**src/rtl/device_address_filter_table_defines.svh**
```systemverilog
// Assertion macros shared by the filter table RTL.
`ifndef DEVICE_ADDRESS_FILTER_TABLE_DEFINES_SVH
`define DEVICE_ADDRESS_FILTER_TABLE_DEFINES_SVH

// Same-cycle implication, masked during reset.
`define DAFT_ASSERT_SAME(label, clk, rst_n, ante, cons, msg) \
    label: assert property (@(posedge clk) disable iff (!rst_n) (ante) |-> (cons)) \
        else $error(msg);

// Next-cycle implication, masked during reset.
`define DAFT_ASSERT_NEXT(label, clk, rst_n, ante, cons, msg) \
    label: assert property (@(posedge clk) disable iff (!rst_n) (ante) |=> (cons)) \
        else $error(msg);

`endif

```
**src/rtl/daft_pkg.sv**
```systemverilog
package daft_pkg;

    localparam int ENTRIES_DEFAULT = 16;

    localparam int OP_W          = 2;
    localparam int TYPE_W        = 8;
    localparam int ADDR_W        = 48;
    localparam int STATUS_W      = 2;
    localparam int ENTRY_COUNT_W = 5;
    localparam int CAPACITY_W    = 5;
    localparam int DATA_W        = 32;
    localparam int PADDR_W       = 3;

    localparam logic [OP_W-1:0] OP_ADD    = 2'd0;
    localparam logic [OP_W-1:0] OP_REMOVE = 2'd1;
    localparam logic [OP_W-1:0] OP_CLEAR  = 2'd2;
    localparam logic [OP_W-1:0] OP_LOOKUP = 2'd3;

    localparam logic [STATUS_W-1:0] ST_OK   = 2'd0;
    localparam logic [STATUS_W-1:0] ST_DUP  = 2'd1;
    localparam logic [STATUS_W-1:0] ST_FULL = 2'd2;

    localparam logic [TYPE_W-1:0] ANON_TYPE = 8'hFF;

    localparam int REG_CAPACITY = 0;

    typedef struct packed {
        logic [OP_W-1:0]   operation;
        logic [TYPE_W-1:0] address_type;
        logic [ADDR_W-1:0] address;
    } cmd_t;

    typedef struct packed {
        logic [STATUS_W-1:0]      status;
        logic                     found;
        logic                     forward_command;
        logic [ENTRY_COUNT_W-1:0] entry_count;
    } rsp_t;

    // Command walking the cell row, with what the cells upstream have seen.
    typedef struct packed {
        logic [OP_W-1:0]   op;
        logic [TYPE_W-1:0] atype;
        logic [ADDR_W-1:0] addr;
        logic              hit;
        logic              free;
    } tok_t;

    // Table update broadcast to every cell when a command leaves the row.
    typedef struct packed {
        logic              wr;
        logic              inv;
        logic              clr;
        logic [TYPE_W-1:0] atype;
        logic [ADDR_W-1:0] addr;
    } commit_t;

endpackage

```
**src/rtl/daft_cell.sv**
```systemverilog
module daft_cell (
    input  logic              clk,
    input  logic              rst_n,
    input  logic              up_valid,
    input  daft_pkg::tok_t    up_tok,
    output logic              dn_valid,
    output daft_pkg::tok_t    dn_tok,
    input  daft_pkg::commit_t commit
);

    logic                          valid_reg;
    logic [daft_pkg::TYPE_W-1:0]   type_reg;
    logic [daft_pkg::ADDR_W-1:0]   addr_reg;
    logic                          mark_hit_reg;
    logic                          mark_free_reg;
    logic                          dn_valid_reg;
    daft_pkg::tok_t                dn_tok_reg;
    daft_pkg::tok_t                dn_tok_next;
    logic                          any_addr;
    logic                          match;

    // Anonymous type matches on type alone, except for lookup.
    assign any_addr = (up_tok.atype == daft_pkg::ANON_TYPE) &&
                      (up_tok.op != daft_pkg::OP_LOOKUP);
    assign match    = valid_reg && (type_reg == up_tok.atype) &&
                      (any_addr || (addr_reg == up_tok.addr));

    always_comb
    begin
        dn_tok_next      = up_tok;
        dn_tok_next.hit  = up_tok.hit | match;
        dn_tok_next.free = up_tok.free | !valid_reg;
    end

    always_ff @(posedge clk or negedge rst_n)
    begin
        if (!rst_n)
        begin
            valid_reg     <= 1'b0;
            mark_hit_reg  <= 1'b0;
            mark_free_reg <= 1'b0;
            dn_valid_reg  <= 1'b0;
        end
        else
        begin
            dn_valid_reg <= up_valid;
            if (up_valid)
            begin
                // Only the first matching and first free cells claim the command.
                mark_hit_reg  <= match && !up_tok.hit;
                mark_free_reg <= !valid_reg && !up_tok.free;
            end
            priority if (commit.clr)
                valid_reg <= 1'b0;
            else if (commit.wr && mark_free_reg)
                valid_reg <= 1'b1;
            else if (commit.inv && mark_hit_reg)
                valid_reg <= 1'b0;
            else
                valid_reg <= valid_reg;
        end
    end

    always_ff @(posedge clk)
    begin
        dn_tok_reg <= dn_tok_next;
        if (commit.wr && mark_free_reg && !commit.clr)
        begin
            type_reg <= commit.atype;
            addr_reg <= commit.addr;
        end
    end

    assign dn_valid = dn_valid_reg;
    assign dn_tok   = dn_tok_reg;

endmodule

```
**src/rtl/device_address_filter_table.sv**
```systemverilog
// Device address filter table: up to ENTRIES (address type, address) entries.
// Command channel (cmd_valid/cmd_stall, cmd): add, remove, clear all, lookup.
// A transfer happens on a clock edge with valid high and stall low.
// Response channel (rsp_valid/rsp_stall, rsp): one response per command with
// status, found, forward_command and the entry count after the command.
// Each command walks a row of ENTRIES cells, one cell per cycle, each cell
// holding one entry; the table is updated when it leaves the last cell.
// The response is registered when the command leaves the last cell, and a
// new command is taken only after the previous one has left the row.
// While a response waits on rsp_stall, one further command is accepted and
// its response is parked behind it; cmd_stall stays high until it moves up.
// Reset empties the table, zeroes the count and sets capacity to 0, so adds
// report table full until capacity (APB, byte address 0) is written. The user
// must write capacity only while no command is in flight (not enforced).
`include "device_address_filter_table_defines.svh"

module device_address_filter_table #(
    parameter int ENTRIES = daft_pkg::ENTRIES_DEFAULT
) (
    input  logic                           clk,
    input  logic                           rst_n,
    input  logic                           cmd_valid,
    output logic                           cmd_stall,
    input  daft_pkg::cmd_t                 cmd,
    output logic                           rsp_valid,
    input  logic                           rsp_stall,
    output daft_pkg::rsp_t                 rsp,
    input  logic                           psel,
    input  logic                           penable,
    input  logic                           pwrite,
    input  logic [daft_pkg::PADDR_W-1:0]   paddr,
    input  logic [daft_pkg::DATA_W-1:0]    pwdata,
    output logic [daft_pkg::DATA_W-1:0]    prdata,
    output logic                           pready
);

    localparam int CW        = $clog2(ENTRIES + 1);
    localparam int CMP_W     = (CW > daft_pkg::CAPACITY_W) ? CW : daft_pkg::CAPACITY_W;
    localparam int CNT_OUT_W = daft_pkg::ENTRY_COUNT_W;
    localparam int DW        = daft_pkg::DATA_W;

    logic                              tok_valid [ENTRIES+1];
    daft_pkg::tok_t                    tok       [ENTRIES+1];
    daft_pkg::commit_t                 commit;
    daft_pkg::rsp_t                    result;
    daft_pkg::rsp_t                    rsp_reg;
    daft_pkg::rsp_t                    hold_reg;
    logic                              rsp_valid_reg;
    logic                              hold_valid_reg;
    logic                              busy_reg;
    logic [CW-1:0]                     count_reg;
    logic [CW-1:0]                     count_next;
    logic [daft_pkg::CAPACITY_W-1:0]   capacity_reg;
    logic                              accept;
    logic                              exit_valid;
    daft_pkg::tok_t                    exit_tok;
    logic                              full;
    logic                              cap_sel;
    logic                              cfg_write;

    // ---------------- configuration port ----------------
    assign pready    = 1'b1;
    assign cap_sel   = (paddr[2:2] == 1'(daft_pkg::REG_CAPACITY));
    assign cfg_write = psel && penable && pwrite && pready;
    assign prdata    = cap_sel ? DW'(capacity_reg) : '0;

    always_ff @(posedge clk or negedge rst_n)
    begin
        if (!rst_n)
            capacity_reg <= '0;
        else if (cfg_write && cap_sel)
            capacity_reg <= pwdata[daft_pkg::CAPACITY_W-1:0];
    end

    // ---------------- cell row ----------------
    assign cmd_stall = busy_reg || hold_valid_reg;
    assign accept    = cmd_valid && !cmd_stall;

    assign tok_valid[0]    = accept;
    assign tok[0].op       = cmd.operation;
    assign tok[0].atype    = cmd.address_type;
    assign tok[0].addr     = cmd.address;
    assign tok[0].hit      = 1'b0;
    assign tok[0].free     = 1'b0;

    for (genvar i = 0; i < ENTRIES; i++)
    begin : g_cell
        daft_cell u_cell (
            .clk      (clk),
            .rst_n    (rst_n),
            .up_valid (tok_valid[i]),
            .up_tok   (tok[i]),
            .dn_valid (tok_valid[i+1]),
            .dn_tok   (tok[i+1]),
            .commit   (commit)
        );
    end

    assign exit_valid = tok_valid[ENTRIES];
    assign exit_tok   = tok[ENTRIES];

    // ---------------- decision at row exit ----------------
    assign full = (CMP_W'(count_reg) >= CMP_W'(capacity_reg)) || !exit_tok.free;

    always_comb
    begin
        commit.wr              = 1'b0;
        commit.inv             = 1'b0;
        commit.clr             = 1'b0;
        commit.atype           = exit_tok.atype;
        commit.addr            = exit_tok.addr;
        result.status          = daft_pkg::ST_OK;
        result.found           = 1'b0;
        result.forward_command = 1'b0;
        if (exit_valid)
        begin
            unique case (exit_tok.op)
                daft_pkg::OP_ADD:
                begin
                    priority if (exit_tok.hit)
                        result.status = daft_pkg::ST_DUP;
                    else if (full)
                        result.status = daft_pkg::ST_FULL;
                    else
                    begin
                        commit.wr              = 1'b1;
                        result.forward_command = 1'b1;
                    end
                end
                daft_pkg::OP_REMOVE:
                begin
                    commit.inv             = exit_tok.hit;
                    result.found           = exit_tok.hit;
                    result.forward_command = exit_tok.hit;
                end
                daft_pkg::OP_CLEAR:
                begin
                    commit.clr             = 1'b1;
                    result.forward_command = 1'b1;
                end
                daft_pkg::OP_LOOKUP:
                    result.found = exit_tok.hit;
                default:
                    result.found = 1'b0;
            endcase
        end
    end

    always_comb
    begin
        priority if (commit.clr)
            count_next = '0;
        else if (commit.wr)
            count_next = count_reg + CW'(1);
        else if (commit.inv)
            count_next = count_reg - CW'(1);
        else
            count_next = count_reg;
    end

    assign result.entry_count = CNT_OUT_W'(count_next);

    // ---------------- control and response registers ----------------
    always_ff @(posedge clk or negedge rst_n)
    begin
        if (!rst_n)
        begin
            busy_reg       <= 1'b0;
            count_reg      <= '0;
            rsp_valid_reg  <= 1'b0;
            hold_valid_reg <= 1'b0;
        end
        else
        begin
            count_reg <= count_next;
            priority if (accept)
                busy_reg <= 1'b1;
            else if (exit_valid)
                busy_reg <= 1'b0;
            else
                busy_reg <= busy_reg;

            priority if (exit_valid)
            begin
                if (rsp_valid_reg && rsp_stall)
                    hold_valid_reg <= 1'b1;
                else
                    rsp_valid_reg <= 1'b1;
            end
            else if (rsp_valid_reg && !rsp_stall)
            begin
                // Parked response moves up as the current one transfers.
                if (hold_valid_reg)
                    hold_valid_reg <= 1'b0;
                else
                    rsp_valid_reg <= 1'b0;
            end
            else
                rsp_valid_reg <= rsp_valid_reg;
        end
    end

    always_ff @(posedge clk)
    begin
        priority if (exit_valid)
        begin
            if (rsp_valid_reg && rsp_stall)
                hold_reg <= result;
            else
                rsp_reg <= result;
        end
        else if (rsp_valid_reg && !rsp_stall && hold_valid_reg)
            rsp_reg <= hold_reg;
        else
            rsp_reg <= rsp_reg;
    end

    assign rsp_valid = rsp_valid_reg;
    assign rsp       = rsp_reg;

    // ---------------- assertions ----------------
    `DAFT_ASSERT_NEXT(a_accept_busy, clk, rst_n, accept, busy_reg, "command transfer did not mark busy")
    `DAFT_ASSERT_SAME(a_hold_behind, clk, rst_n, hold_valid_reg, rsp_valid_reg && !busy_reg, "parked response without a waiting response or with a command in flight")
    `DAFT_ASSERT_SAME(a_count_max, clk, rst_n, 1'b1, count_reg <= CW'(ENTRIES), "entry count above table size")
    `DAFT_ASSERT_NEXT(a_add_count, clk, rst_n, exit_valid && commit.wr, count_reg == $past(count_reg) + CW'(1), "successful add did not raise the count")
    `DAFT_ASSERT_SAME(a_exit_busy, clk, rst_n, exit_valid, busy_reg && !hold_valid_reg, "command left the row while idle or with a response parked")

endmodule
```
**config.mk**
```make
export PLATFORM = sky130hd
export DESIGN_NAME = device_address_filter_table
export DESIGN_NICKNAME = d
export VERILOG_FILES = /design/src/rtl/daft_pkg.sv /design/src/rtl/daft_cell.sv /design/src/rtl/device_address_filter_table.sv
export VERILOG_INCLUDE_DIRS = /design/src /design/src/rtl
export SDC_FILE = /design/constraint.sdc
export NUM_CORES = 2
export LEC_CHECK = 0
export BUFFER_PORTS_ARGS = -buffer_cell sky130_fd_sc_hd__buf_2
export CAP_MARGIN = 20
export CORE_ASPECT_RATIO = 1.1
export CORE_MARGIN = 2
export CORE_UTILIZATION = 55
export DETAILED_ROUTE_END_ITERATION = 8
export PLACE_DENSITY = 0.71
export SLEW_MARGIN = 5
export SYNTH_ARGS = -nofsm -noshare
export SYNTH_HDL_FRONTEND = slang
export SYNTH_SLANG_ARGS = --single-unit
```
**constraint.sdc**
```tcl
create_clock -name clk -period 7.9 [get_ports clk]
set_input_delay 0.79 -clock clk [delete_from_list [all_inputs] [get_ports clk]]
set_output_delay 0.79 -clock clk [all_outputs]
set_load 0.01 [all_outputs]
```
Yosys cells after proc, flatten, opt, wreduce, memory -nomap -nowiden
Cells that the tools add are included.
{ "word_totals": {"reg_bits": 1951, "inputBits": 100, "out_inout_bits": 44, "wordCells": 594} }
{ "classes": {"add_sub_neg": 2, "magnitude_cmp": 1, "n_eq_ne": 70, "muxes": 75, "n_bitwise": 31, "reduce_logical": 226} }
{ "op_table": {"columns": ["operator", "n"], "rows": [
  ["$eq 48x48->1", 16],
  ["$logic_and 1x1->1", 133],
  ["$eq 8x8->1", 16],
  ["$eq 8x8->1 const B", 16],
  ["$mux 1", 63],
  ["$logic_not 1->1", 50],
  ["$reduce_bool 3->1", 16],
  ["$ne 2x2->1 const B", 18],
  ["$or 1x1->1", 30],
  ["$mux 9", 3],
  ["$mux 5", 4],
  ["$logic_or 1x1->1", 18],
  ["$mux 2", 3],
  ["$reduce_and 2->1", 3],
  ["$reduce_bool 2->1", 3],
  ["$add 5x1->5 const B", 1],
  ["$ge 5x5->1", 1],
  ["$sub 5x1->5 const B", 1],
  ["$eq 2x2->1 const B", 2],
  ["$mux 3", 1],
  ["$pmux 1 s3", 1],
  ["$reduce_and 3->1", 1],
  ["$eq 2x1->1 const B", 1],
  ["$logic_not 2->1", 1],
  ["other kinds (3)", 3]
]} }

Longest topological paths before layout
{ "depth": {"depth_word": 11, "mapped_depth": 10, "mapped_depth_nobuf": 9} }

Hierarchy
Synthesis repeated with hierarchy kept, for this count alone.
{ "hier_totals": {"cells_unflattened": 3542, "hier_area_um2": 60744.5} }
{ "by_module_without_submodules": {"columns": ["mod", "n_inst", "cells_each", "area_per_inst_um2", "seq_area_each_um2"], "rows": [
  ["daft_cell", 16, 211, 3683.5, 2982.9],
  ["device_address_filter_table", 1, 166, 1808.0, 865.8]
]} }

Worst setup path before layout
OpenSTA, ideal clock, no wires.
{ "synth_path": {"path_type": "reg-to-reg", "from": "reg g_cell[15].u_cell.dn_valid_reg", "to": "reg g_cell[10].u_cell.addr_reg[0] (netlist name) (enable)", "setup_time_ns": 0.420, "arrival_time_ns": 2.789, "t_required_ns": 7.480, "setup_slack_ns": 4.690, "stages_incl_launch_ff": 8, "n_path_buf": 2, "synth_period_minus_slack_ns": 3.210, "cell_sequence": "dfrtp_1 > buf_6 > or4b_4 > nor3_2 > o211ai_2 > nand2_2 > clkbuf_2 > and2_1"} }
{ "synth_via": {"elab_chain_len": 3, "word_cells_on_any_way": 4, "cone_classes": "1 x mux; 3 x reduce/logical"} }
{ "synth_lines": {"columns": ["item", "line", "source"], "rows": [
  ["start, declared", "daft_cell.sv:16", "logic dn_valid_reg;"],
  ["start signal, assigned", "daft_cell.sv:46", "dn_valid_reg <= up_valid;"],
  ["$mux 3 (*)", "device_address_filter_table.sv:115", "if (exit_valid)"],
  ["$logic_and 1x1->1 / $logic_not 1->1 (equally long branches)", "daft_cell.sv:67", "if (commit.wr && mark_free_reg && !commit.clr)"],
  ["$logic_and 1x1->1 (*)", "daft_cell.sv:67", null],
  ["end signal, assigned", "daft_cell.sv:70", "addr_reg <= commit.addr;"],
  ["end, declared", "daft_cell.sv:13", "logic [daft_pkg::ADDR_W-1:0] addr_reg;"]
]} }
Mark *: on every way between the ends. The rest lies on a longest branch, timed or not.
A chain may end at the register's enable or synchronous reset.

Worst setup path after layout
{ "layout_path": {"from": "reg g_cell[15].u_cell.dn_valid_reg", "to": "reg g_cell[15].u_cell.addr_reg[31] (netlist name) (enable)"} }
{ "layout_via": {"elab_chain_len": 3, "word_cells_on_any_way": 4, "cone_classes": "1 x mux; 3 x reduce/logical"} }
{ "layout_lines": {"columns": ["item", "line"], "rows": [
  ["$mux 3 (*)", "device_address_filter_table.sv:115"],
  ["$logic_and 1x1->1 / $logic_not 1->1 (equally long branches)", "daft_cell.sv:67"],
  ["$logic_and 1x1->1 (*)", "daft_cell.sv:67"],
  ["end signal, assigned", "daft_cell.sv:70"],
  ["end, declared", "daft_cell.sv:13"]
]} }
Marked as above.

==> metrics <==
status=complete, no violations; largest net degree at the start of global routing=71; Reg area=0.04859 mm²; Adder-Cell Fraction of Synth Area=0.1446%; min Tclk post-route=3365 ps; largest family of logic cells by synthesized area=XOR/XNOR gates; total die area=0.1128 mm²; kind of critical path=flop to flop; final setup vio count=0; Synth warnings=0; final cell count without fillers=5,372; # rows=127; Post-Synth XOR/XNOR Area=13.01%; Seq/Total Area, Yosys=80.23%; first-pass GRT wire length=180,700 µm; post-synthesis cell count=3,518; Slowest-stage cell, CP=dfrtp_1; MaxCap Viol Count=0; final WL=123,400 µm; setup TNS=0 ps; max-slew violations=0; vias per cell=5.132; slowest stage delay, CP=780 ps; Pwr Total=20.08 mW; LEAKAGE=23.78 nW; Initial Util=55.48%; CP top delay family=simple AND/OR/NAND/NOR gates; hold_sp=cmd[5]; First-pass DRT Iterations=5; CP Launch Type=flop; CP required=8270 ps; R2R Path Start=g_cell[15].u_cell.dn_valid; clock latency on the worst-skew pair=760 ps; HPWL after DPL=90,240 µm; Largest register FFs=960; peak supply drop=0.2282 mV; Synth area leader=edfxtp_1; CTS max path bufs=3; CTS tree=done; worst path cell trace=or4b_4 > nor3_2 > o211ai_2 > nand2_2 > and2_2 > buf_4; critical path fanouts, max=57; Vias=27,570; Synth top area share=45.32%; Setup Skew=29.18 ps; clock slew at reported path FFs=70 ps; Die Width=320.4 µm; number of global-route vias before repair=28,600; Wirelength per Cell=22.98 µm; Main synth FF type=dfxtp_1; Worst slew margin=26.25%; CP startpoint=g_cell[15].u_cell.dn_valid; Highest Clock Rate=297.2 MHz; WP data arrival=3740 ps; final weighted congestion in routability-driven placement=0.9028; Root Buffer=clkbuf_16; Total GRT Usage=22.00%; setup bufs post-CTS=0; PD cells=291.7 mW/mm²; number of top-level pins=144; depth of the CTS H-tree=4; final hold vios=0; EDFF count, synth=914; Synth Area in Compound Gates=1.097%; area share of and/or/nand/nor cells after synthesis=4.615%; ratio of cells with drive above 1 in the final layout=10.86%; Core Area=0.1092 mm²; period utilization=42.59%; Avg Inst Size Synth=17.22 µm²; grt ovf=0; synthesis-stage register bit count=1,951; cell with the most instances after synthesis=dfxtp_1; Layout fillers=7,554; CP Capture Type=flop; Buffers on Ports=86; DRC violation total after the first TritonRoute iteration=1,702; die height=352.0 µm; Post-synth top cells=dfxtp_1 (960), edfxtp_1 (914), xnor2_1 (801); Antenna Nets Post-Route=0; Synth Cell Area=0.06057 mm²; antenna violations before repair=1; min-delay worst type=input pin to flop; Least-Margin Pin Slew=1105 ps; Sinks on Clock Net=1,951; # nets final=3,902; synth top area cells=edfxtp_1 (45%), dfxtp_1 (32%), xnor2_1 (12%); mux share of post-synthesis cell area=0.2603%; CTS Buf Count=175; Synth cell types=49; # DRC=0; post-synthesis async set-or-reset flop share=3.947%; final hold slack=151.7 ps; area of the multi-input gates=0.01171 mm²; post-cts sizing count=0; RSZ-0062 raised after global routing=false; number of placed instances, taps included=5,035; WP buf/inv=1; Area Overhead vs Synth=13.63%
[logic make-up (layout without fill, tap and decap cells)]
logic type,Yosys count,in the layout
AOI/OAI and AO/OA,94,94
xor gates and xnor gates,900,900
adders and majority gates,7,7
buffers and inverters,69,475
DFF,1951,1951
muxes,14,14
other,2,31
and+or+nand+nor,481,481
[cells in the final DEF, fill, tap and decap left out, drive strengths merged, types with 28 or more instances in the layout]
| master | count |
|---|---|
| nand4 | 239 |
| dfrtp | 77 |
| clkinv | 56 |
| inv | 38 |
| conb | 28 |
| nand2b | 29 |
| clkbuf | 249 |
| buf | 109 |
| nand2 | 56 |
| xnor2 | 801 |
| xor2 | 99 |
| nor4 | 76 |
| dfxtp | 960 |
| nor2 | 33 |
| edfxtp | 914 |
[worst reg2reg max path, cell delays in order, from the launching register on]
cell and delay, ps:
dfrtp_1 780, or4b_4 580, nor3_2 150, o211ai_2 140, nand2_2 390, and2_2 230
buf_4 630
[report_power, final]
part	switching [mW]	internal, mW	total, mW
clock network	3.54	5.04	8.57
logic	0.194	0.182	0.376
registers	0.295	10.8	11.1
[routing by layer]
layer | up-vias | wire [µm] | track usage (%)
li1 | 13040 | - | -
met1 | 13690 | 47800 | 25.15
met2 | 617 | 65070 | 39.90
met3 | 231 | 4018 | 3.237
met4 | 0 | 6547 | 11.33
met5 | - | 0 | 0
[area by class of cell]
| class | instances | area share (%) |
|---|---|---|
| antenna | 3 | 0.01091 |
| multi-input combinational | 1524 | 17.02 |
| timing repair buffer | 110 | 0.9108 |
| tap | 1419 | 2.580 |
| clock inverter | 83 | 1.407 |
| clock buffer | 249 | 7.287 |
| sequential | 1951 | 70.61 |
| inverter | 33 | 0.1800 |
[stage by stage]
stage	instance area [µm²]	worst slack [ps]	utilization, %
detailed placement	62810	4556	57.54
CTS	68800	4523	63.03
floorplan	60660	4690	-
global route	68810	4379	63.04
global placement	62790	4621	57.52
finish	68820	4535	63.04
[final timing paths]
kind | slack [ps] | end | cells after the start
min in group asynchronous | 410 | count_reg[4] | 2
setup reg to reg | 4540 | g_cell[15].u_cell.addr_reg[31] | 6
hold reg to reg | 350 | g_cell[15].u_cell.dn_tok[29] | 0
setup / recovery | 4540 | g_cell[15].u_cell.addr_reg[31] | 6
max in group asynchronous | 6350 | g_cell[4].u_cell.dn_valid | 3
hold / removal | 150 | g_cell[0].u_cell.dn_tok[7] | 1
[what timing repair did]
item,4_1_cts,5_1_grt
endpoints found under the hold margin,7,0
endpoints found under the setup margin,0,0
hold buffers,1,0
Power figures use the tool's default switching activity.
